$ cat src/stpu_pkg.sv
// Shared constants, types and elaboration-time helpers for the short-term plasticity block.
package stpu_pkg;

  localparam int FRAC_BITS = 15;
  localparam logic [15:0] ONE = 16'(1 << FRAC_BITS);
  localparam logic [15:0] HALF = 16'(1 << (FRAC_BITS - 1));

  localparam int EXP_TABLE_DEPTH_DEF = 256;
  localparam int EXP_TABLE_DEPTH_MIN = 32;
  localparam int EXP_TABLE_DEPTH_MAX = 4096;

  // divider: quotient bits resolved per pipeline stage
  localparam int DIV_BITS_PER_STAGE = 4;
  localparam int EXP_LAT = 2;
  localparam int MAC_LAT = 6;

  localparam logic [15:0] SCALE_RESET = 16'd256;
  localparam logic [63:0] Q32_ONE = 64'h1_0000_0000;

  // operands of the arithmetic chain, carried alongside the divider
  typedef struct packed {
    logic [15:0]        base_use;
    logic [15:0]        use_prev;
    logic [15:0]        resources_prev;
    logic signed [15:0] weight;
  } operand_t;

  function automatic logic [15:0] sat_frac(input logic [15:0] v);
    return (v > ONE) ? ONE : v;
  endfunction

  // exp(-s) in Q32 by Taylor series, s in Q32
  function automatic logic [63:0] exp_ratio(input logic [63:0] s);
    logic [63:0] term;
    logic [63:0] pos;
    logic [63:0] neg;
    term = Q32_ONE;
    pos  = Q32_ONE;
    neg  = '0;
    for (int n = 1; n < 24; n++) begin
      term = (term * s) >> 32;
      term = term / 64'(n);
      if ((n % 2) == 1) neg = neg + term;
      else pos = pos + term;
    end
    return pos - neg;
  endfunction

endpackage

$ cat src/stpu_div.sv
// Pipelined restoring divider forming the exp table position dt*DEPTH*2^12/tau.
module stpu_div #(
  parameter int EXP_TABLE_DEPTH = stpu_pkg::EXP_TABLE_DEPTH_DEF
) (
  input  logic                                          clk,
  input  logic [((($clog2(EXP_TABLE_DEPTH) + 16) + stpu_pkg::DIV_BITS_PER_STAGE - 1)
                / stpu_pkg::DIV_BITS_PER_STAGE):0]       en,
  input  logic [15:0]                                   dt,
  input  logic [15:0]                                   tau,
  output logic [$clog2(EXP_TABLE_DEPTH) + 15:0]         quot,
  output logic                                          zero
);

  localparam int QB = $clog2(EXP_TABLE_DEPTH) + 16;
  localparam int BPS = stpu_pkg::DIV_BITS_PER_STAGE;
  localparam int NDS = (QB + BPS - 1) / BPS;
  localparam int NW = QB + 12;
  localparam int SCALE = EXP_TABLE_DEPTH * 4096;

  logic [15:0]   rem   [NDS+1];
  logic [QB-1:0] low   [NDS+1];
  logic [QB-1:0] q     [NDS+1];
  logic [15:0]   tau_r [NDS+1];
  logic          zero_r[NDS+1];

  logic [NW-1:0] dividend;
  assign dividend = NW'(dt) * NW'(SCALE);

  // stage 0: dividend split, decay-to-zero detect (tau zero or ratio of 16 or more)
  always_ff @(posedge clk) begin
    if (en[0]) begin
      rem[0]    <= 16'(dividend[NW-1:QB]);
      low[0]    <= dividend[QB-1:0];
      q[0]      <= '0;
      tau_r[0]  <= tau;
      zero_r[0] <= (tau == 16'd0) || ({4'b0, dt} >= {tau, 4'b0});
    end
  end

  for (genvar s = 1; s <= NDS; s++) begin : g_stage
    logic [15:0]   rem_next;
    logic [QB-1:0] low_next;
    logic [QB-1:0] q_next;

    always_comb begin : step
      logic [16:0] trial;
      rem_next = rem[s-1];
      low_next = low[s-1];
      q_next   = q[s-1];
      for (int b = 0; b < BPS; b++) begin
        if (((s - 1) * BPS + b) < QB) begin
          trial    = {rem_next, low_next[QB-1]};
          low_next = low_next << 1;
          if (trial >= {1'b0, tau_r[s-1]}) begin
            rem_next = 16'(trial - {1'b0, tau_r[s-1]});
            q_next   = {q_next[QB-2:0], 1'b1};
          end else begin
            rem_next = trial[15:0];
            q_next   = {q_next[QB-2:0], 1'b0};
          end
        end
      end
    end

    always_ff @(posedge clk) begin
      if (en[s]) begin
        rem[s]    <= rem_next;
        low[s]    <= low_next;
        q[s]      <= q_next;
        tau_r[s]  <= tau_r[s-1];
        zero_r[s] <= zero_r[s-1];
      end
    end
  end

  assign quot = q[NDS];
  assign zero = zero_r[NDS];

endmodule

$ cat config.mk
export PLATFORM = sky130hd
export DESIGN_NAME = stpu_div
export DESIGN_NICKNAME = d
export VERILOG_FILES = /design/src/stpu_pkg.sv /design/src/stpu_div.sv
export SDC_FILE = /design/constraint.sdc
export NUM_CORES = 1
export LEC_CHECK = 0
export BUFFER_PORTS_ARGS = -buffer_cell sky130_fd_sc_hd__buf_2
export CORE_ASPECT_RATIO = 0.5
export CORE_UTILIZATION = 52
export CTS_BUF_LIST = sky130_fd_sc_hd__clkbuf_8
export CTS_CLUSTER_SIZE = 30
export DETAILED_ROUTE_END_ITERATION = 16
export GPL_ROUTABILITY_DRIVEN = 0
export PLACE_DENSITY = 0.79
export SLEW_MARGIN = 20
export SYNTH_ARGS = -nofsm -noshare
export SYNTH_HDL_FRONTEND = slang
export SYNTH_SLANG_ARGS = --single-unit
$ cat constraint.sdc
create_clock -name clk -period 26.3 [get_ports clk]
set_input_delay 5.26 -clock clk [delete_from_list [all_inputs] [get_ports clk]]
set_output_delay 5.26 -clock clk [all_outputs]
set_load 0.005 [all_outputs]
==> results.yml, run 1 <==
status:
  status: "complete, no violations"
logic_synthesis:
  syn_area_mm2: 0.0296
  seq_area_frac_synth_pct: 28.7
  synth_ff_type: "edfxtp_1"
  synth_seq_cells: 283
  synth_cells: 3207
  async_flop_share_pct: 0
  synth_area_leaders: "edfxtp_1 (29%), ha_1 (16%), mux2_2 (6.5%), xnor2_1 (4.6%), a21oi_1 (4.0%)"
  yosys.cell_count.top_type: "ha_1"
  synth_fp_nets: 3634
  ys.warnings.count: 0
  synth_top_cell_area_share_pct: 28.7
  synth.distinct_cells: 96
  synth_area_per_cell_um2: 9.23
  synthDominantAreaCellType: "edfxtp_1"
  synth_edf_count: 283
  synth_commonest_cells: "ha_1 (378), edfxtp_1 (283), a21oi_1 (239)"
worst_hold_path:
  hold_path.class: "register to register"
clock_tree:
  cts_hold_buf: 0
  path_clk_slew_ns: 0.08
  cts_buffers: 44
  numClockSinks: 283
  cts_root_buf: "clkbuf_8"
  cts_max_level: 2
  post_cts_buffers: 0
  cts.repair.resized: 0
  insertion_delay_ns: 0.65
  ctsLongestPathBuffers: 3
  cts_tree: "yes"
floorplan:
  core_mm2: 0.0559
  dieWidth_um: 339
  io_pins: 65
  die_h_um: 171
  start_util_pct: 53.0
  rows: 61
  dieArea_mm2: 0.0579
route:
  ant_nets: 0
  drt_wl_total_mm: 78.4
  first_pass_iters: 9
  drt_iter0_drc: 2449
  drt_drc_violations_left: 0
  via_count: 25500
  vias_per_cell: 6.27
  post_drt_wl_per_cell_um: 19.3
sta:
  worst_pin_slew_ns: 1.05
  maxSlewHeadroom_pct: 30.0
  finalClockSkew_ns: 0.0642
  slew_violations: 0
  period_share_pct: 49.4
  final.min_clock_period_ns: 12.98
  finalSetupViolations: 0
  worst_hold_slack_ns: 0.404
  fmax_ghz: 0.0770
  hold_viol: 0
  fin_ws_ns: 13.32
  rsz0062_at_grt: "false"
  finalSetupTns_ns: 0
placed_design:
  io_buffer_count: 64
  dp_slack_ns: 13.64
  dp_hpwl_mm: 61.0
  dp.cells: 3981
final_layout:
  area_delta_synth_final_pct: 6.95
  drive_gt1_share_pct: 11.5
  stdcell_count: 4060
  fill_cells: 4745
  fin_nets: 3698
global_routing:
  grt_pass1_vias: 24000
  grt_usage_pct: 26.3
  grt_max_degree: 54
  grt_pass1_wl_mm: 124
  antenna_found_initial: 0
  gr-total-overflow: 0
critical_path:
  cp.arrival_ns: 13.36
  cp-start-kind: "register"
  end_kind: "register"
  path_max_fanout: 21
  crit_type: "register to register"
  crit_required_ns: 26.68
  crit_top_cell: "o21ai_0"
  slowest_stage: "nor3b_2"
  critPathMaxStageDelay_ns: 0.87
flow_run:
  drv_cap: 0
[state kept, by name, summed over array words and instances, names as in the netlist]
| register | cells |
|---|---|
| q | 84 |
| rem | 92 |
| low | 4 |
| zero_r | 7 |
| tau_r | 96 |
[final timing paths]
| check | startpoint | end | slack [ns] | depth (start not counted) |
|---|---|---|---|---|
| worst max-delay path | tau_r[0][1] | rem[1][13] | 13.32 | 45 |
| worst min-delay path | q[4][7] | q[5][11] | 0.40 | 0 |
| worst max register to register | tau_r[0][1] | rem[1][13] | 13.32 | 45 |
| worst min register to register | q[4][7] | q[5][11] | 0.40 | 0 |
[stage by stage]
| step | area (um2) | util [%] |
|---|---|---|
| 2_1_floorplan | 29600 | - |
| 3_3_place_gp | 30700 | 55.0 |
| 3_5_place_dp | 30700 | 55.0 |
| 4_1_cts | 31700 | 56.7 |
| 5_1_grt | 31700 | 56.7 |
| 6_report | 31700 | 56.7 |
[layout make-up]
| cell class | count | area (um2) | area share, % |
|---|---|---|---|
| multi-input cells | 2640 | 20000 | 63.2 |
| clock buffers | 44 | 606 | 1.91 |
| clock inverters | 34 | 340 | 1.07 |
| diodes | 1 | 2.50 | 0.00790 |
| inverters | 225 | 847 | 2.68 |
| repair buffers | 77 | 418 | 1.32 |
| flip-flops and latches | 283 | 8500 | 26.8 |
| well taps | 756 | 946 | 2.99 |
[logic make-up (layout without fill, tap and decap cells)]
family	Yosys count	after routing	share of synthesized area, %
compound gates	947	947	21.4
simple gates	833	833	13.8
fa+ha+maj	387	387	16.6
buf+inv	284	380	3.77
flops	283	283	28.7
xor+xnor	274	274	8.11
mux	199	199	7.65
other cells	0	1	0
[placed cells by master, fill, tap and decap left out, drive strengths merged, types with 14 or more instances in the layout]
cell type / instances
o21a: 78
or3: 26
xor2: 119
mux2: 184
and3: 26
nand3: 55
inv: 238
a21o: 119
nand4: 52
o31ai: 26
nor3: 93
nand2: 191
nor2b: 44
o21ai: 205
o21bai: 33
nor2: 226
a31oi: 23
edfxtp: 283
a211oi: 19
a221o: 19
or2: 15
a21oi: 240
o31a: 15
o211ai: 24
mux2i: 15
nor4: 14
ha: 378
and2: 19
clkbuf: 44
buf: 77
xnor2: 155
clkinv: 14
nand2b: 37
[worst max-delay path: cells and delay by family, from the launching register on]
| kind | cells | cell delay (ns) |
|---|---|---|
| adder cells (fa/ha/maj) | 4 | 1.26 |
| AO/OA/AOI/OAI | 28 | 7.20 |
| buffers and inverters | 5 | 1.01 |
| multiplexers | 1 | 0.37 |
| AND/OR/NAND/NOR | 7 | 2.41 |
| flip-flops | 1 | 0.49 |
[layer usage]
metal,GRT usage (%),part of all wire [%],up-vias,routed length [um]
met5,0,0,-,0
met4,10.3,3.8,0,2960
met3,3.77,7.4,217,5790
met2,43.2,45,1027,35000
met1,35.2,44,12000,34700
li1,-,-,12200,-
Power of run 1 is left out: the tool's default activity adds up to more than one toggle a clock period on the data nets, which glitch-free logic cannot reach.
==> inputs of run 2 (changes only) <==
--- a/config.mk
+++ b/config.mk
@@ -12,7 +12,7 @@
 export CTS_CLUSTER_SIZE = 30
 export DETAILED_ROUTE_END_ITERATION = 16
 export GPL_ROUTABILITY_DRIVEN = 0
-export PLACE_DENSITY = 0.79
+export PLACE_DENSITY = 0.82
 export SLEW_MARGIN = 20
 export SYNTH_ARGS = -nofsm -noshare
 export SYNTH_HDL_FRONTEND = slang
==> constraint.sdc (replaced) <==
create_clock -name clk -period 11.43 [get_ports clk]
set_input_delay 2.286 -clock clk [delete_from_list [all_inputs] [get_ports clk]]
set_output_delay 2.286 -clock clk [all_outputs]
set_load 0.005 [all_outputs]
==> run 2 against run 1 <==
Global-route usage about the same. Clock skew down 0.020 ns. Sequential share of layout area down 0.33 points. First-iteration DRC count increased by 0.65%. Sequential cell count did not move.
==> results.yml, run 2 (same netlist as run 1, synthesis figures left out) <==
final_layout:
  drive_gt1_share_pct: 12.8
  final_common_cell: "ha_1"
  stdcell_count: 4085
  largest_reg_flops: 96
  fin_util_pct: 57.4
  fill_cells: 4681
  top_regs: "tau_r x96, rem x92, q x84"
  top_register: "tau_r"
  fin_nets: 3726
  final_cell_mix: "ha_1 (378), edfxtp_1 (283), a21oi_1 (234), nor2_1 (224), inv_1 (224)"
  area_delta_synth_final_pct: 8.29
  antennaDiodeCount: 0
clock_tree:
  cts_tree: "yes"
  ctsLongestPathBuffers: 3
  path_clk_slew_ns: 0.07
  cts_buffers: 45
  cts_root_buf: "clkbuf_8"
  insertion_delay_ns: 0.62
  cts_hold_buf: 0
  numClockSinks: 283
  cts_max_level: 2
floorplan:
  dieArea_mm2: 0.0579
  rows: 61
  die_h_um: 171
  io_pins: 65
  dieWidth_um: 339
  core_mm2: 0.0559
  start_util_pct: 53.0
sta:
  finalSetupViolations: 0
  finalSetupTns_ns: 0
  finalClockSkew_ns: 0.0438
  slew_violations: 0
  period_share_pct: 95.9
  final.min_clock_period_ns: 10.96
  worst_hold_slack_ns: 0.414
  fmax_ghz: 0.0912
  maxSlewHeadroom_pct: 36.7
  hold_viol: 0
  worst_pin_slew_ns: 0.949
route:
  vias_per_cell: 6.32
  post_drt_wl_per_cell_um: 19.3
  drt_drc_violations_left: 0
  drt_wl_total_mm: 78.9
  via_count: 25800
  first_pass_iters: 9
  ant_nets: 0
  drt_iter0_drc: 2465
critical_path:
  critPathMaxStageDelay_ns: 0.45
  crit_required_ns: 11.79
  r2r_start: "tau_r[0][7]"
  path_max_fanout: 9
  cp-start-kind: "register"
  crit_top_cell: "o21ai_0"
  crit_type: "register to register"
  cp.arrival_ns: 11.32
  slowest_stage: "ha_1"
  crit_path_start: "tau_r[0][7]"
  end_kind: "register"
global_routing:
  antenna_found_initial: 0
  grt_max_degree: 54
  grt_pass1_vias: 24500
  gr-total-overflow: 0
  grt_pass1_wl_mm: 124
  grt_usage_pct: 26.3
placed_design:
  io_buffer_count: 64
  dp_hpwl_mm: 61.2
  dp.cells: 4004
worst_hold_path:
  min_from: "q[5][10]"
  hold_path.class: "register to register"
flow_run:
  drv_cap: 0
status:
  status: "complete, no violations"
## run 2: critical path: cells and delay by family (launching register included)
family                   cells  cell delay (ns)
multiplexers                 1             0.38
AND/OR/NAND/NOR              7             1.42
adder cells (fa/ha/maj)      4             1.34
AO/OA/AOI/OAI               28             6.50
flip-flops                   1             0.44
buffers and inverters        5             0.62
## run 2: path summary, 6_finish.rpt
| check | to | slack [ns] | cells after the start |
|---|---|---|---|
| setup reg to reg | rem[1][13] | 0.47 | 45 |
| hold / removal | q[6][14] | 0.41 | 0 |
| setup / recovery | rem[1][13] | 0.47 | 45 |
| hold reg to reg | q[6][14] | 0.41 | 0 |
## run 2: per-stage QoR
step | instance area (um2) | setup slack [ns]
2_1_floorplan | 29600 | 0.830
3_3_place_gp | 30900 | 0.324
3_5_place_dp | 30900 | 0.0981
4_1_cts | 31900 | 0.0317
5_1_grt | 32100 | -0.0432
6_report | 32100 | 0.471
## run 2: final cells by class
cell class	instances	area [um2]	area share, %
multi-input combinational	2640	20100	62.8
tap	756	946	2.95
sequential	283	8500	26.5
inverter	225	851	2.65
clock inverter	32	358	1.12
timing repair buffer	104	646	2.01
clock buffer	45	619	1.93
## run 2: per-layer routing
| metal | GRT usage, % | wire [um] |
|---|---|---|
| met2 | 44.0 | 35500 |
| met3 | 4.24 | 6680 |
| met5 | 0 | 0 |
| met4 | 9.87 | 3020 |
| met1 | 34.4 | 33600 |
## run 2: what timing repair did
action | in CTS | in global routing
gates resized for setup | 0 | 33
setup endpoints to repair | 0 | 80
setup buffers | 0 | 4
hold endpoints to repair | 0 | 0
Power of run 2 is left out for the same reason.
